<file path="src/hdl/lfrp_pkg.sv">
`default_nettype none

package lfrp_pkg;

  // request codes
  localparam logic [1:0] REQ_WRITE     = 2'd0;
  localparam logic [1:0] REQ_ROT_POS   = 2'd1;
  localparam logic [1:0] REQ_ROT_COLOR = 2'd2;
  localparam logic [1:0] REQ_REFRESH   = 2'd3;

  // rotate sense
  localparam logic DIR_CCW = 1'b0;
  localparam logic DIR_CW  = 1'b1;

  // largest level that maps to a single bit
  localparam logic [3:0] LEVEL_ONE_HOT_MAX = 4'd12;
  localparam logic [11:0] GRAY_FULL = 12'hfff;

  typedef struct packed {
    logic [1:0] req_type;
    logic [2:0] led_index;
    logic [1:0] color_index;
    logic [3:0] level;
    logic       direction;
  } in_item_t;

  typedef struct packed {
    logic [7:0] out_byte;
    logic       last_byte;
  } out_item_t;

  // operations applied to the level store
  typedef enum logic [2:0] {
    SOP_NONE,
    SOP_WRITE,
    SOP_ROT_CCW,
    SOP_ROT_CW,
    SOP_ROT_COLOR,
    SOP_SHIFT
  } store_op_t;

  typedef struct packed {
    store_op_t  op;
    logic [2:0] led_index;
    logic [1:0] color_index;
    logic [3:0] level;
  } store_ctl_t;

  // byte position within a packed channel pair
  typedef enum logic [1:0] {
    PH_HI,
    PH_MID,
    PH_LO
  } phase_t;

  // level to 12-bit grayscale word
  function automatic logic [11:0] gray12(input logic [3:0] lv);
    logic [11:0] g;
    if (lv == 4'd0) begin
      g = 12'h000;
    end else if (lv > LEVEL_ONE_HOT_MAX) begin
      g = GRAY_FULL;
    end else begin
      g = 12'h001 << (lv - 4'd1);
    end
    return g;
  endfunction

endpackage

`default_nettype wire

</file>
<file path="src/hdl/lfrp_store.sv">
`default_nettype none

module lfrp_store #(
  parameter int NUM_LEDS = 8
) (
  input  logic                clk,
  input  logic                rst_n,
  input  lfrp_pkg::store_ctl_t ctl,
  output logic [3:0]          top_level
);
  import lfrp_pkg::*;

  localparam int NUM_CHAN = 3 * NUM_LEDS;

  logic [3:0] lvl_r   [NUM_CHAN];
  logic [3:0] lvl_nxt [NUM_CHAN];
  logic       wr_ok;

  // write target check
  assign wr_ok = (int'(ctl.led_index) < NUM_LEDS) && (ctl.color_index != 2'd3);

  // the refresh walk reads the highest channel
  assign top_level = lvl_r[NUM_CHAN-1];

  // next store contents
  always_comb begin
    for (int j = 0; j < NUM_CHAN; j++) begin
      lvl_nxt[j] = lvl_r[j];
    end
    unique case (ctl.op)
      SOP_NONE: begin
      end
      SOP_WRITE: begin
        for (int j = 0; j < NUM_CHAN; j++) begin
          if (wr_ok && (j == 3 * int'(ctl.led_index) + int'(ctl.color_index))) begin
            lvl_nxt[j] = ctl.level;
          end
        end
      end
      SOP_ROT_CCW: begin
        for (int j = 0; j < NUM_CHAN; j++) begin
          lvl_nxt[j] = lvl_r[(j + 3 < NUM_CHAN) ? j + 3 : j + 3 - NUM_CHAN];
        end
      end
      SOP_ROT_CW: begin
        for (int j = 0; j < NUM_CHAN; j++) begin
          lvl_nxt[j] = lvl_r[(j >= 3) ? j - 3 : j - 3 + NUM_CHAN];
        end
      end
      SOP_ROT_COLOR: begin
        for (int n = 0; n < NUM_LEDS; n++) begin
          lvl_nxt[3*n]   = lvl_r[3*n+1];
          lvl_nxt[3*n+1] = lvl_r[3*n+2];
          lvl_nxt[3*n+2] = lvl_r[3*n];
        end
      end
      SOP_SHIFT: begin
        // circular shift up by one channel, restored after a full walk
        for (int j = 0; j < NUM_CHAN; j++) begin
          lvl_nxt[j] = lvl_r[(j >= 1) ? j - 1 : NUM_CHAN - 1];
        end
      end
      default: begin
      end
    endcase
  end

  // store registers
  always_ff @(posedge clk) begin
    for (int j = 0; j < NUM_CHAN; j++) begin
      if (!rst_n) begin
        lvl_r[j] <= 4'd0;
      end else begin
        lvl_r[j] <= lvl_nxt[j];
      end
    end
  end

endmodule

`default_nettype wire

</file>
<file path="src/hdl/lfrp_pack.sv">
`default_nettype none

module lfrp_pack (
  input  logic             clk,
  input  logic             step,
  input  lfrp_pkg::phase_t phase,
  input  logic             take_b,
  input  logic [3:0]       top_level,
  output logic [7:0]       pack_byte
);
  import lfrp_pkg::*;

  logic [11:0] gray;
  logic [11:0] gray_b;
  logic [3:0]  a_lo_r, a_lo_nxt;
  logic [7:0]  b_lo_r, b_lo_nxt;

  // shared level mapping
  assign gray   = gray12(top_level);
  assign gray_b = take_b ? gray : 12'h000;

  // byte select per phase
  always_comb begin
    a_lo_nxt = a_lo_r;
    b_lo_nxt = b_lo_r;
    case (phase)
      PH_HI: begin
        pack_byte = gray[11:4];
        a_lo_nxt  = gray[3:0];
      end
      PH_MID: begin
        pack_byte = {a_lo_r, gray_b[11:8]};
        b_lo_nxt  = gray_b[7:0];
      end
      PH_LO: begin
        pack_byte = b_lo_r;
      end
      default: begin
        pack_byte = 8'h00;
      end
    endcase
  end

  // held low parts of the pair
  always_ff @(posedge clk) begin
    if (step) begin
      a_lo_r <= a_lo_nxt;
      b_lo_r <= b_lo_nxt;
    end
  end

endmodule

`default_nettype wire

</file>
<file path="src/hdl/led_frame_rotate_and_pack.sv">
// channel | direction | handshake         | payload
// in_     | input     | in_valid/in_stall | lfrp_pkg::in_item_t
// out_    | output    | out_valid/out_stall | lfrp_pkg::out_item_t
//
// Writes and rotations are applied to the store at their transfer.
// A refresh emits one byte per cycle while the output is not stalled,
// from the shared mapping and packing unit.
// in_stall is high while a refresh walks the store; out_stall holds the sequencer.
// Synchronous active-low reset clears the level store and all control state.
`default_nettype none

module led_frame_rotate_and_pack #(
  parameter int NUM_LEDS = 8
) (
  input  logic                clk,
  input  logic                rst_n,
  input  logic                in_valid,
  output logic                in_stall,
  input  lfrp_pkg::in_item_t  in_data,
  output logic                out_valid,
  input  logic                out_stall,
  output lfrp_pkg::out_item_t out_data
);
  import lfrp_pkg::*;

  localparam int NUM_CHAN = 3 * NUM_LEDS;
  localparam int CW       = $clog2(NUM_CHAN + 1);

  typedef enum logic {
    ST_IDLE,
    ST_BUSY
  } state_t;

  state_t          state_r, state_nxt;
  phase_t          phase_r, phase_nxt;
  logic [CW-1:0]   chan_r, chan_nxt;
  logic            out_valid_r, out_valid_nxt;
  out_item_t       out_data_r, out_data_nxt;

  store_ctl_t      ctl;
  logic [3:0]      top_level;
  logic [7:0]      pack_byte;
  logic            in_xfer;
  logic            out_free;
  logic            step;
  logic            take_ch;
  logic            take_b;
  logic            last;

  assign in_stall  = (state_r != ST_IDLE);
  assign in_xfer   = in_valid && (state_r == ST_IDLE);
  assign out_free  = !out_valid_r || !out_stall;
  assign step      = (state_r == ST_BUSY) && out_free;
  assign take_b    = (chan_r != '0);
  assign take_ch   = step && ((phase_r == PH_HI) || ((phase_r == PH_MID) && take_b));
  assign last      = (phase_r == PH_LO) && (chan_r == '0);
  assign out_valid = out_valid_r;
  assign out_data  = out_data_r;

  // store operation select
  always_comb begin
    ctl.op          = SOP_NONE;
    ctl.led_index   = in_data.led_index;
    ctl.color_index = in_data.color_index;
    ctl.level       = in_data.level;
    if (in_xfer) begin
      unique case (in_data.req_type)
        REQ_WRITE:     ctl.op = SOP_WRITE;
        REQ_ROT_POS:   ctl.op = (in_data.direction == DIR_CW) ? SOP_ROT_CW : SOP_ROT_CCW;
        REQ_ROT_COLOR: ctl.op = SOP_ROT_COLOR;
        REQ_REFRESH:   ctl.op = SOP_NONE;
        default:       ctl.op = SOP_NONE;
      endcase
    end else if (take_ch) begin
      ctl.op = SOP_SHIFT;
    end
  end

  lfrp_store #(
    .NUM_LEDS (NUM_LEDS)
  ) u_store (
    .clk       (clk),
    .rst_n     (rst_n),
    .ctl       (ctl),
    .top_level (top_level)
  );

  lfrp_pack u_pack (
    .clk       (clk),
    .step      (step),
    .phase     (phase_r),
    .take_b    (take_b),
    .top_level (top_level),
    .pack_byte (pack_byte)
  );

  // refresh sequencer and output register
  always_comb begin
    state_nxt     = state_r;
    phase_nxt     = phase_r;
    chan_nxt      = chan_r;
    out_valid_nxt = out_valid_r;
    out_data_nxt  = out_data_r;
    if (out_valid_r && !out_stall) begin
      out_valid_nxt = 1'b0;
    end
    unique case (state_r)
      ST_IDLE: begin
        if (in_xfer && (in_data.req_type == REQ_REFRESH)) begin
          state_nxt = ST_BUSY;
          phase_nxt = PH_HI;
          chan_nxt  = CW'(NUM_CHAN);
        end
      end
      ST_BUSY: begin
        if (step) begin
          out_valid_nxt          = 1'b1;
          out_data_nxt.out_byte  = pack_byte;
          out_data_nxt.last_byte = last;
          if (take_ch) begin
            chan_nxt = chan_r - CW'(1);
          end
          unique case (phase_r)
            PH_HI:  phase_nxt = PH_MID;
            PH_MID: phase_nxt = PH_LO;
            PH_LO: begin
              phase_nxt = PH_HI;
              if (last) begin
                state_nxt = ST_IDLE;
              end
            end
            default: phase_nxt = PH_HI;
          endcase
        end
      end
      default: state_nxt = ST_IDLE;
    endcase
  end

  always_ff @(posedge clk) begin
    if (!rst_n) begin
      state_r     <= ST_IDLE;
      phase_r     <= PH_HI;
      chan_r      <= '0;
      out_valid_r <= 1'b0;
    end else begin
      state_r     <= state_nxt;
      phase_r     <= phase_nxt;
      chan_r      <= chan_nxt;
      out_valid_r <= out_valid_nxt;
    end
    out_data_r <= out_data_nxt;
  end

endmodule

`default_nettype wire

</file>
<file path="config.mk">
export PLATFORM = sky130hd
export DESIGN_NAME = led_frame_rotate_and_pack
export DESIGN_NICKNAME = d
export VERILOG_FILES = /design/src/hdl/lfrp_pkg.sv /design/src/hdl/lfrp_store.sv /design/src/hdl/lfrp_pack.sv /design/src/hdl/led_frame_rotate_and_pack.sv
export SDC_FILE = /design/constraint.sdc
export NUM_CORES = 1
export LEC_CHECK = 0
export BUFFER_PORTS_ARGS = -buffer_cell sky130_fd_sc_hd__buf_2
export CAP_MARGIN = 20
export CORE_UTILIZATION = 38
export CTS_CLUSTER_SIZE = 16
export DETAILED_ROUTE_END_ITERATION = 8
export PLACE_DENSITY = 0.52
export SYNTH_ARGS = -nofsm -noshare
export SYNTH_HDL_FRONTEND = slang
export SYNTH_HIERARCHICAL = 1
export SYNTH_SLANG_ARGS = --single-unit
</file>
<file path="constraint.sdc">
create_clock -name clk -period 4.7 [get_ports clk]
set_input_delay 0.235 -clock clk [delete_from_list [all_inputs] [get_ports clk]]
set_output_delay 0.235 -clock clk [all_outputs]
set_load 0.01 [all_outputs]
</file>
==> results.sh <==
export IMPL_status="complete, no violations"
export IMPL_rsz0062_at_grt="no"
export IMPL_cts_root_buf="clkbuf_16"
export IMPL_synth_edf_count=21
export IMPL_antenna_found_initial=1
export IMPL_slew_viol_final=0
export IMPL_cts_tree="built"
export IMPL_drive_gt1_share_pct=11.03
export IMPL_critPathKind="register to register"
export IMPL_htreeDepth=4
export IMPL_die_h_um=153.6
export IMPL_grt_use_total_pct=22.25
export IMPL_start_util_pct=38.70
export IMPL_period_share_pct=72.04
export IMPL_synth_seq_area_share_pct=31.28
export IMPL_final_min_clock_period_ns=3.386
export IMPL_cts_buffers_inserted=17
export IMPL_cellPowerDensity_nw_per_um2=351.9
export IMPL_cts_sink_count=126
export IMPL_route_detailed_drc=0
export IMPL_ys_warn_count=6
export IMPL_finalClockSkew_ns=0.009257
export IMPL_leakage_nw=3.808
export IMPL_arrival_ns=3.74
export IMPL_dpl_hpwl_um=16820
export IMPL_core_sq_um=22570
export IMPL_synth_area_sq_um=8736
export IMPL_required_ns=5.06
export IMPL_place_congestion=0.7820
export IMPL_final_antenna_net_count=0
export IMPL_cp_start_kind="register"
export IMPL_firstDrtPassIters=5
export IMPL_grt_max_degree=99
export IMPL_dieArea_sq_um=23600
export IMPL_hold_class="input port to register"
export IMPL_hold_violations=0
export IMPL_antenna_cells=0
export IMPL_finalSetupViolCount=0
export IMPL_io_buffers=26
export IMPL_grt_pass1_wl_um=40910
export IMPL_insertion_delay_ns=0.43
export IMPL_vdd_ir_drop_max_mv=0.1900
export IMPL_cap_violations=0
export IMPL_grt_pass1_vias=6701
export IMPL_grt_overflow=0
export IMPL_cts_hold_buf=0
export IMPL_pre_cts_ws_ns=1.343
export IMPL_syn_area_per_cell_sq_um=8.951
export IMPL_post_drt_wl_per_cell_um=20.90
export IMPL_num_io_pins=27
export IMPL_syn_nets=1000
export IMPL_setup_worst_path_end_class="register"
export IMPL_finalWirelength_um=26040
export IMPL_route_vias_total=7454
export IMPL_synth_ff_type="dfxtp_1"
export IMPL_fin_tns_setup_ns=0
export IMPL_whs_ns=0.1585
export IMPL_netlist_instances=976
export IMPL_clk_pin_slew_worst_paths_ns=0.06
export IMPL_worstPathMaxFanout=19
export IMPL_relSlewSlack_pct=29.46
export IMPL_yosysTopAreaCellShare_pct=24.06
export IMPL_cts_resized=0
export IMPL_tightest_slew_ns=1.058
export IMPL_setup_ws_ns=1.314
export IMPL_drtIter0Drc=668
export IMPL_rows=55
export IMPL_die_x_um=153.6
export IMPL_vias_per_cell=5.982
export IMPL_yosys_cell_types_count=71
export IMPL_synthTopCellsByArea="dfxtp_1 24%, mux2i_1 22%, a22o_1 9.6%, o31ai_1 7.5%, edfxtp_1 7.2%"
export IMPL_clockBufferDepth=2
export IMPL_nNetsFinal=972
export IMPL_postCtsSetupRepairBufs=0
export IMPL_synth_largest_area_cell="dfxtp_1"
export IMPL_area_growth_syn_to_layout_pct=10.17
export IMPL_ys_ff_latch=126
export IMPL_fmaxAchievable_mhz=295.3
export IMPL_async_flop_share_pct=0
path summary, 6_finish.rpt:
check	start	endpoint	slack, ns	depth (start not counted)
max reg2reg	chan_r[0]$_SDFFE_PN0P_	u_store/lvl_r[1][5]$_SDFFE_PN0P_	1.31	11
min	out_stall	out_valid$_SDFF_PN0_	0.16	3
min reg2reg	chan_r[0]$_SDFFE_PN0P_	chan_r[0]$_SDFFE_PN0P_	0.49	2
max	chan_r[0]$_SDFFE_PN0P_	u_store/lvl_r[1][5]$_SDFFE_PN0P_	1.31	11
metrics by stage:
stage | std cells | total power [mW] | utilization [%] | cell area [sq um]
5_1_grt | 1246 | 3.521 | 42.64 | 9624
6_report | 1246 | 3.387 | 42.64 | 9624
2_1_floorplan | 976 | 1.807 | - | 8736
3_3_place_gp | 1214 | 2.032 | 39.98 | 9024
3_5_place_dp | 1214 | 2.029 | 39.98 | 9024
4_1_cts | 1246 | 3.406 | 42.64 | 9624
cell families (layout without fill, tap and decap cells):
kind of cell / Yosys count / after routing / share of synthesized area [%]
adder cells (fa/ha/maj): 10 / 10 / 1.561
buffers and inverters: 107 / 92 / 5.643
XOR/XNOR: 4 / 4 / 0.4871
flip-flops: 126 / 126 / 31.28
AND/OR/NAND/NOR: 261 / 261 / 14.01
multiplexers: 197 / 197 / 22.64
AO/OA/AOI/OAI: 271 / 271 / 24.38
sequential cells by signal, summed over array words and instances, names as in the netlist:
signal,flops
u_pack/b_lo_r,8
u_store/lvl_r,96
in_stall,1
out_valid,1
chan_r,5
phase_r,2
u_pack/a_lo_r,4
out_data,9
area by class of cell:
cell class                      count  area, sq um
Timing Repair Buffer               45        329.1
Sequential cell                   126         2733
Inverter                           15        56.30
Fill cell                        2284        12950
Tap cell                          285        356.6
Multi-Input combinational cell    743         5549
Clock buffer                       17        425.4
Clock inverter                     15        175.2
per-layer routing:
metal  global-route usage [%]  part of all wire [%]  vias up
met2                    31.75                    42      270
met1                    32.72                    49     3589
met5                        0                     0        -
met4                    5.619                   1.4        0
li1                         -                     -     3573
met3                    5.862                   7.0       22
report_power, final:
group	switching (mW)	internal (mW)	leakage, nW
Combinational	0.409	0.281	2.48
Sequential	0.146	1.18	1.05
Clock	0.576	0.798	0.285
Total	1.13	2.26	3.81
critical path, stage by stage, from the launching register on:
cell and delay [ns]:
dfxtp_1 0.32, inv_1 0.07, ha_1 0.20, nor4b_2 0.39, a211o_4 0.24, o21ai_0 0.10, buf_4 0.18, xnor2_1 0.52
and2_1 0.80, buf_4 0.26, o31ai_1 0.08, mux2i_1 0.14
layout by cell type, fill, tap and decap left out, types with 11 or more instances in the layout:
master,count
inv_1,15
a22o_1,96
dfxtp_1,105
edfxtp_1,21
buf_2,25
nand2_1,108
a21oi_1,12
o31ai_1,87
nor2_1,89
a31oi_1,11
clkbuf_16,17
mux2i_1,195
o21ai_1,11
buf_4,15
cell usage after synthesis (11+ instances only):
library cell,instances
a21oi_1,12
a22o_1,96
a31oi_1,11
buf_2,36
clkbuf_1,45
dfxtp_1,105
edfxtp_1,21
inv_1,15
mux2i_1,195
nand2_1,108
nor2_1,89
o21ai_1,11
o31ai_1,87
Power figures use the tool's default switching activity.
